File: src/hw/rtl/wfc_ram.sv
// Generic single-write, single-read synchronous RAM with registered read data.
// No dependencies.
`default_nettype none
module wfc_ram #(
	parameter int WIDTH = 8,
	parameter int DEPTH = 64,
	localparam int AW = (DEPTH > 1) ? $clog2(DEPTH) : 1
) (
	input  wire logic             clk,
	input  wire logic             we,
	input  wire logic [AW-1:0]    waddr,
	input  wire logic [WIDTH-1:0] wdata,
	input  wire logic [AW-1:0]    raddr,
	output logic      [WIDTH-1:0] rdata
);

	logic [WIDTH-1:0] mem [DEPTH];

	// write port and registered read port
	always_ff @(posedge clk) begin
		if (we) begin
			mem[waddr] <= wdata;
		end
		rdata <= mem[raddr];
	end

endmodule
`default_nettype wire

File: config.mk
export PLATFORM = sky130hd
export DESIGN_NAME = wfc_ram
export DESIGN_NICKNAME = d
export VERILOG_FILES = /design/src/hw/rtl/wfc_ram.sv
export SDC_FILE = /design/constraint.sdc
export NUM_CORES = 1
export LEC_CHECK = 0
export ABC_AREA = 1
export BUFFER_PORTS_ARGS = -buffer_cell sky130_fd_sc_hd__buf_2
export CAP_MARGIN = 30
export CORE_ASPECT_RATIO = 1.2
export CORE_MARGIN = 5
export CORE_UTILIZATION = 30
export DETAILED_ROUTE_END_ITERATION = 12
export SETUP_SLACK_MARGIN = 0.05
export SYNTH_ARGS = -nofsm -noshare
export SYNTH_HDL_FRONTEND = slang
export SYNTH_SLANG_ARGS = --single-unit
File: constraint.sdc
create_clock -name clk -period 3.1 [get_ports clk]
set_input_delay 0.62 -clock clk [delete_from_list [all_inputs] [get_ports clk]]
set_output_delay 0.62 -clock clk [all_outputs]
set_load 0.02 [all_outputs]
======== Word level (Yosys, flattened, before mapping) ========
Memories as Yosys holds them, arrays and structs flattened. A register that Yosys moved wholly into a read port is not among the register bits.
Cells that the tools add are included.
word-level totals
  register bits after elaboration ......... 0
  bits in latches ......................... 0
  bits in writable memories ............... 512
  ROM bits ................................ 0
  bits of input ports ..................... 22
  output and inout port bits .............. 8
  logic and storage cells ................. 3
  memories ................................ 1
memories
  name  words  bits a word  read ports  clocked after Yosys merged registers in  wr ports  RTL line  text
  mem   64     8            1           1                                        1         17        logic [WIDTH-1:0] mem [DEPTH];
operators by class
  add/sub/neg operators ................... 0
  multipliers ............................. 0
  div/mod/pow operators ................... 0
  magnitude comparators ................... 0
  equal/unequal tests ..................... 0
  shift-type cells ........................ 0
  multiplexer cells ....................... 2
  bitwise operators ....................... 0
  reductions and logical operators ........ 0
operators with widths
  kind    count
  $mux 1  2

======== Depth between registers and ports, before layout ========
Gate-level depths: netlist (run 1).
  depth after elaboration ................. 2
  depth in mapped cells ................... 12
  mapped depth without buffers ............ 9

======== Worst setup path before layout (run 1) ========
Ideal clock, no wire load.
  path type ............................... input to register
  start point ............................. input port we
  end point ............................... memory mem[48][0] (enable)
  library setup time ...................... 395 ps
  arrival time ............................ 1,991 ps
  data required time ...................... 2,705 ps
  setup slack ............................. 714 ps
  cell stages on the path ................. 3
  path through ............................ clkbuf_1 > nand4_1 > nor4_1
between the ends
  cells in the longest elaborated chain, start to end .. 2
ends and longest elaborated chain
  element                       RTL line  text
  from (decl)                   10        input wire logic we,
  $mux 1                        21        if (we) begin
  $mux 1 (not written as such)  22        mem[waddr] <= wdata;
  to (decl)                     17
Every way passes these cells.

======== Final worst setup path (run 1) ========
  start point ............................. register rdata[1], read port of mem
  end point ............................... output port rdata[1]
RTL lines
  element      RTL line  text
  from (decl)  14        output logic [WIDTH-1:0] rdata
No word-level cell between the ends.

==> load_flow_metrics.sql, run 1 <==
INSERT INTO impl_metrics (metric_group, metric, value, unit) VALUES
('status', 'outcome', 'complete, no violations', ''),
('timing', 'hold_slack', '420', 'ps'),
('grt', 'first_global_vias', '13400', ''),
('routing', 'detail_route.wl_per_cell', '19.6', 'microns'),
('synth', 'synth_seq_cells', '520', ''),
('clock_network', 'tritoncts', 'done', ''),
('layout', 'finalNetCount', '1865', ''),
('clock_network', 'clk_transition_reported_paths', '60', 'ps'),
('min_path', 'worst_hold_path_type', 'input pin to flop', ''),
('timing', 'hold_viol_final', '0', ''),
('clock_network', 'cts_buffers', '52', ''),
('routing', 'post_route_ant_nets', '0', ''),
('worst_setup_path', 'crit_path_start_kind', 'flop', ''),
('worst_setup_path', 'worst_r2r_path_depth', '8', ''),
('grt', 'antenna_found_initial', '3', ''),
('synth', 'part_of_the_yosys_area_used_for_sequential_elements', '72.8', '%'),
('die', 'fp.dieW', '253', 'microns'),
('routing', 'detail_route.first_pass.iterations', '6', ''),
('worst_setup_path', 'critPathArrivalTime', '1280', 'ps'),
('min_path', 'worstHoldEndpoint', 'rdata[0]$_DFF_P_', ''),
('clock_network', 'clockBufferDepth', '3', ''),
('timing', 'slew_headroom', '40.9', '%'),
('timing', 'clock_skew', '19.3', 'ps'),
('synth', 'synthesis.area_per_instance', '11.8', 'sq um'),
('worst_setup_path', 'critPathRequiredTime', '2480', 'ps'),
('timing', 'setup_slack', '1200', 'ps'),
('min_path', 'hold_path_depth', '3', ''),
('layout', 'multi_input_area', '4950', 'sq um'),
('worst_setup_path', 'worst_path_max_delay_cell', 'sky130_fd_sc_hd__dfxtp_1', ''),
('routing', 'via_cell_ratio', '4.92', ''),
('grt', 'grt_start_max_net_pins', '129', ''),
('grt', 'wire_length_of_the_first_global_routing_pass', '83400', 'microns'),
('clock_network', 'cts-root-buf', 'sky130_fd_sc_hd__clkbuf_16', ''),
('worst_setup_path', 'slowest_delay', '460', 'ps'),
('place', 'placement.io_buffers', '29', ''),
('routing', 'drc', '0', ''),
('timing', 'final_sum_of_negative_setup_slack', '0', 'ps'),
('die', 'floorplan.die_area', '76600', 'sq um'),
('power_and_ir_drop', 'total_leakage_power', '8.62', 'nW'),
('power_and_ir_drop', 'vdd_ir_drop_max', '0.383', 'mV'),
('place', 'detailedPlace.worstSlack', '647', 'ps'),
('flow_run', 'maxCapViolCount', '0', ''),
('power_and_ir_drop', 'p_per_area', '626', 'nW/um^2'),
('timing', 'finalWorstPathRequiredPeriod', '1900', 'ps'),
('synth', 'synth_fa_ha_area_share', '0', '%'),
('die', 'design.core.area', '70800', 'sq um'),
('die', 'number_of_standard_cell_rows_in_the_floorplan', '107', ''),
('clock_network', 'htree_num_levels', '2', ''),
('synth', 'synth_top_family_by_area', 'simple AND/OR/NAND/NOR gates', ''),
('die', 'initial_core_util', '30.1', '%'),
('synth', 'synth_cell_type_count', '16', ''),
('timing', 'share_of_the_cycle_needed_by_the_critical_path_after_routing', '61.3', '%'),
('worst_setup_path', 'critPathMaxFanout', '1', ''),
('grt', 'grtUsageTotal', '14.2', '%'),
('place', 'gp_routability_congestion', '0.854', ''),
('clock_network', 'post_cts_setup_bufs', '0', ''),
('layout', 'layout_commonest_cell', 'sky130_fd_sc_hd__nand2_1', ''),
('synth', 'synth_compound_gate_area_share', '0', '%'),
('timing', 'achievable-frequency', '526', 'MHz'),
('clock_network', 'cts_hold_buf', '0', ''),
('synth', 'synth_xor_area_share', '0', '%'),
('synth', 'post_synth_instance_area', '21300', 'sq um'),
('synth', 'yosys.area_share.simple', '23.2', '%'),
('clock_network', 'cts_resized', '0', ''),
('routing', 'detail_route.wirelength', '55000', 'microns'),
('synth', 'synth_cells', '1805', ''),
('layout', 'most-common-layout-cells', 'sky130_fd_sc_hd__nand2_1, sky130_fd_sc_hd__edfxtp_1, sky130_fd_sc_hd__nand3_1', ''),
('timing', 'tightest_slew', '886', 'ps'),
('timing', 'finalSetupViolCount', '0', ''),
('timing', 'slew_viol_final', '0', ''),
('layout', 'share_of_post_route_cells_with_drive_strength_above_1', '9.25', '%');
==> cell usage after synthesis <==
master | instances | area share, %
sky130_fd_sc_hd__nand4_1 | 9 | 0.26
sky130_fd_sc_hd__edfxtp_1 | 512 | 72
sky130_fd_sc_hd__buf_4 | 14 | 0.49
sky130_fd_sc_hd__buf_6 | 35 | 1.8
sky130_fd_sc_hd__inv_6 | 1 | 0.041
sky130_fd_sc_hd__inv_1 | 10 | 0.18
sky130_fd_sc_hd__dfxtp_1 | 8 | 0.75
sky130_fd_sc_hd__nand3_1 | 439 | 10
sky130_fd_sc_hd__buf_8 | 2 | 0.14
sky130_fd_sc_hd__clkbuf_1 | 15 | 0.26
sky130_fd_sc_hd__buf_1 | 10 | 0.18
sky130_fd_sc_hd__nor4_1 | 8 | 0.23
sky130_fd_sc_hd__nor2_1 | 56 | 0.99
sky130_fd_sc_hd__buf_2 | 37 | 0.87
sky130_fd_sc_hd__inv_2 | 1 | 0.018
sky130_fd_sc_hd__nand2_1 | 648 | 11
==> how the worst max path moves through the flow <==
stage                           startpoint                   end  slack (ps)  cells after the start
after floorplan                         we  mem[48][0]$_DFFE_PP_         710                      3
after global placement            raddr[0]      rdata[4]$_DFF_P_         660                     11
after detailed placement          raddr[0]      rdata[4]$_DFF_P_         650                     11
after CTS                 rdata[0]$_DFF_P_              rdata[0]        1190                      1
after global routing              raddr[0]      rdata[4]$_DFF_P_        1100                     11
final                     rdata[1]$_DFF_P_              rdata[1]        1200                      1
==> where the power goes <==
part / internal (mW) / switching (mW)
sequential: 7.78 / 0.0291
clock: 3.84 / 2.62
combinational: 0.241 / 0.695
==> area by class of cell <==
cell class / count / share of cell area [%]
clock buffers: 56 / 5.51
diodes: 2 / 0.0206
flip-flops and latches: 520 / 64.0
clock inverters: 37 / 1.64
well taps: 926 / 4.77
multi-input cells: 1160 / 20.4
repair buffers: 97 / 3.46
inverters: 12 / 0.216
==> through the flow <==
stage               instance area (sq um)  util [%]  cells
floorplan                           21300         -   1805
global placement                    22500      31.8   2715
detailed placement                  22500      31.8   2715
CTS                                 24300      34.3   2808
global route                        24300      34.3   2808
finish                              24300      34.3   2810
==> metal layers <==
layer	vias to the layer above	GRT usage (%)	wire length (microns)	share of wire, %
met5	-	0	13	0.024
met4	2	3.84	1260	2.3
li1	6429	-	-	-
met2	470	23.6	26800	49
met1	6842	19.0	23000	42
met3	82	2.73	3980	7.2
==> sequential cells by signal, indices dropped and copies added (netlist names) <==
register	count
mem	512
rdata	8
==> logic make-up after synthesis <==
kind of cell / count (synthesis)
AND/OR/NAND/NOR: 1160
flip-flops: 520
buffers and inverters: 125
No activity file was read; power rests on OpenSTA's default activity.
==> run 2, diff against run 1 <==
ABC_AREA = 0   (was 1)
clock period = 1.6 ns   (was 3.1 ns; I/O delays follow)
==> run 2 against run 1 <==
The flow now finishes with violations (negative setup slack). Clock skew rose by 4.2 ps. Via count down 28%. Combinational power increased by 98%. Highest routed layer is now met4.
==> load_flow_metrics.sql, run 2 <==
INSERT INTO impl_metrics (metric_group, metric, value, unit) VALUES
('die', 'floorplan.die_area', '72500', 'sq um'),
('synth', 'yosys-top-cells-area', 'sky130_fd_sc_hd__edfxtp_1, sky130_fd_sc_hd__mux4_2, sky130_fd_sc_hd__nor2_1', ''),
('timing', 'clock_skew', '23.4', 'ps'),
('routing', 'via_cell_ratio', '4.80', ''),
('synth', 'synth_cells', '940', ''),
('grt', 'wire_length_of_the_first_global_routing_pass', '72500', 'microns'),
('layout', 'registers.top_by_ff_count', 'mem', ''),
('grt', 'overflow', '0', ''),
('routing', 'detail_route.wirelength', '48300', 'microns'),
('place', 'placement.io_buffers', '29', ''),
('layout', 'most-common-layout-cells', 'sky130_fd_sc_hd__edfxtp_1, sky130_fd_sc_hd__mux4_2, sky130_fd_sc_hd__buf_4', ''),
('worst_setup_path', 'crit_type', 'flop to flop', ''),
('routing', 'post_route_ant_nets', '0', ''),
('layout', 'layout_commonest_cell', 'sky130_fd_sc_hd__edfxtp_1', ''),
('layout', 'layout-area-overhead-vs-synth', '26.9', '%'),
('routing', 'detailroute.via_count', '10000', ''),
('timing', 'finalSetupViolCount', '8', ''),
('synth', 'synthesis.nets', '962', ''),
('flow_run', 'maxCapViolCount', '0', ''),
('layout', 'final_design_area_no_fill', '25600', 'sq um'),
('synth', 'synth_largest_area_cell', 'sky130_fd_sc_hd__edfxtp_1', ''),
('synth', 'synth.top_cell.area_share', '76.2', '%'),
('place', 'gp_routability_congestion', '0.788', ''),
('clock_network', 'cts_buffers', '50', ''),
('grt', 'grtUsageTotal', '13.5', '%'),
('power_and_ir_drop', 'total_leakage_power', '8.08', 'nW'),
('status', 'violated_checks', 'negative setup slack', ''),
('clock_network', 'htree_num_levels', '2', ''),
('synth', 'synthesis.area_per_instance', '21.5', 'sq um'),
('timing', 'achievable-frequency', '536', 'MHz'),
('clock_network', 'post_cts_setup_bufs', '0', ''),
('timing', 'tightest_slew', '751', 'ps'),
('clock_network', 'clkSinkCount', '520', ''),
('die', 'io_pins', '30', ''),
('die', 'number_of_standard_cell_rows_in_the_floorplan', '104', ''),
('routing', 'initialDrtViolationCount', '863', ''),
('power_and_ir_drop', 'total_power', '29.0', 'mW'),
('clock_network', 'cts-root-buf', 'sky130_fd_sc_hd__clkbuf_16', ''),
('place', 'detailedPlacementHpwl', '32100', 'microns'),
('timing', 'rsz0062_at_grt', 'yes', ''),
('worst_setup_path', 'critPathRequiredTime', '2070', 'ps'),
('layout', 'core_util_final', '38.3', '%'),
('die', 'fp.dieW', '247', 'microns'),
('die', 'design.core.area', '66900', 'sq um'),
('place', 'placed_cell_area', '23800', 'sq um'),
('timing', 'hold_slack', '221', 'ps'),
('layout', 'finalNetCount', '1164', ''),
('routing', 'detail_route.wl_per_cell', '23.2', 'microns'),
('worst_setup_path', 'critPathMaxFanout', '1', ''),
('layout', 'largest_reg_flops', '512', ''),
('synth', 'synth_edf_count', '512', ''),
('routing', 'detail_route.first_pass.iterations', '4', ''),
('timing', 'hold_viol_final', '0', ''),
('status', 'outcome', 'complete, but fails checks', ''),
('clock_network', 'clk-insertion-delay-late', '590', 'ps'),
('min_path', 'worst_hold_path_type', 'input pin to flop', ''),
('synth', 'synth_seq_cells', '520', ''),
('timing', 'slew_viol_final', '0', ''),
('die', 'initial_core_util', '30.2', '%'),
('clock_network', 'clockBufferDepth', '3', ''),
('timing', 'share_of_the_cycle_needed_by_the_critical_path_after_routing', '117', '%'),
('layout', 'insertedDiodeCount', '0', ''),
('power_and_ir_drop', 'vdd_ir_drop_max', '0.769', 'mV'),
('synth', 'post_synth_instance_area', '20200', 'sq um'),
('die', 'die_y', '294', 'microns'),
('synth', 'synth_top_flop_cell', 'sky130_fd_sc_hd__edfxtp_1', ''),
('synth', 'synth_async_sr_flop_share', '0', '%'),
('routing', 'drc', '0', ''),
('synth', 'post-synth-top-count-cell', 'sky130_fd_sc_hd__edfxtp_1', ''),
('worst_setup_path', 'critPathArrivalTime', '2330', 'ps'),
('worst_setup_path', 'crit_path_start_kind', 'flop', ''),
('layout', 'share_of_post_route_cells_with_drive_strength_above_1', '43.2', '%'),
('clock_network', 'clk_transition_reported_paths', '60', 'ps'),
('synth', 'part_of_the_yosys_area_used_for_sequential_elements', '77.0', '%'),
('synth', 'synth_cell_type_count', '40', ''),
('grt', 'first_global_vias', '10800', ''),
('timing', 'finalWorstPathRequiredPeriod', '1870', 'ps'),
('place', 'place_inst', '1991', ''),
('timing', 'setup_slack', '-266', 'ps'),
('layout', 'finish.cell_count_without_fillers', '2085', ''),
('grt', 'antenna_found_initial', '1', ''),
('worst_setup_path', 'setup.worst_path.end_class', 'flop', ''),
('timing', 'slew_headroom', '49.9', '%'),
('synth', 'synthesis.yosys.warnings', '0', ''),
('synth', 'most_instantiated_cells_after_synthesis', 'sky130_fd_sc_hd__edfxtp_1, sky130_fd_sc_hd__mux4_2, sky130_fd_sc_hd__nor2_1', ''),
('clock_network', 'tritoncts', 'done', ''),
('power_and_ir_drop', 'p_per_area', '1130', 'nW/um^2'),
('grt', 'grt_start_max_net_pins', '65', ''),
('layout', 'reg_top3', 'mem x512, rdata x8', '');
run 2: what timing repair did:
item                                    CTS  global route
endpoints found under the setup margin   11            11
cloned                                    0             0
pin swaps                                 4             0
gates resized for setup                  24             3
hold buffers                              0             0
run 2: final timing paths:
kind | start | endpoint | slack (ps) | cells after the start
setup / recovery | mem[7][2]$_DFFE_PP_ | rdata[2]$_DFF_P_ | -270 | 5
hold / removal | raddr[5] | rdata[0]$_DFF_P_ | 220 | 3
setup reg to reg | mem[7][2]$_DFFE_PP_ | rdata[2]$_DFF_P_ | -270 | 5
hold reg to reg | mem[22][0]$_DFFE_PP_ | rdata[0]$_DFF_P_ | 870 | 4
run 2: report_power, final:
| part | internal (mW) | leakage [nW] | switching (mW) |
|---|---|---|---|
| clock network | 7.00 | 0.818 | 5.01 |
| logic | 0.810 | 2.58 | 1.04 |
| registers | 15.1 | 4.67 | 0.0573 |
| total | 22.9 | 8.08 | 6.11 |
run 2: area by class of cell:
cell class / instances / area [sq um]
clock buffer: 61 / 1360
timing repair buffer: 201 / 2310
fill: 6071 / 41300
clock inverter: 33 / 313
sequential: 520 / 15500
multi-input combinational: 369 / 4930
tap: 901 / 1130
run 2: cells by family (layout without fill, tap and decap cells):
| family | count (synthesis) | after routing | synth area share (%) |
|---|---|---|---|
| AOI/OAI and AO/OA | 54 | 54 | 2.07 |
| buffers and inverters | 51 | 295 | 1.57 |
| DFF | 520 | 520 | 77.0 |
| muxes | 162 | 162 | 15.9 |
| and+or+nand+nor | 153 | 153 | 3.39 |
run 2: critical path, cell delays in order, from the launching register on:
cell and delay, ps:
sky130_fd_sc_hd__edfxtp_1 360, sky130_fd_sc_hd__mux4_2 530, sky130_fd_sc_hd__mux4_2 510, sky130_fd_sc_hd__nor2_4 160
sky130_fd_sc_hd__nor3_2 70, sky130_fd_sc_hd__o2bb2ai_1 140
run 2: routing by layer:
metal  wire length [microns]  up-vias  GRT usage, %  part of all wire (%)
li1                        -     4341             -                     -
met1                   20000     5307          17.5                    41
met2                   24200      278          22.7                    50
met3                    2560       91          2.96                   5.3
met4                    1510        0          4.16                   3.1
met5                       0        -             0                     0
run 2: stage by stage:
stage | setup TNS [ps] | setup WS (ps)
final | -1730 | -266
after global routing | -2140 | -313
after CTS | -1730 | -263
after detailed placement | -19150 | -970
after global placement | -14310 | -968
after floorplan | -16130 | -268
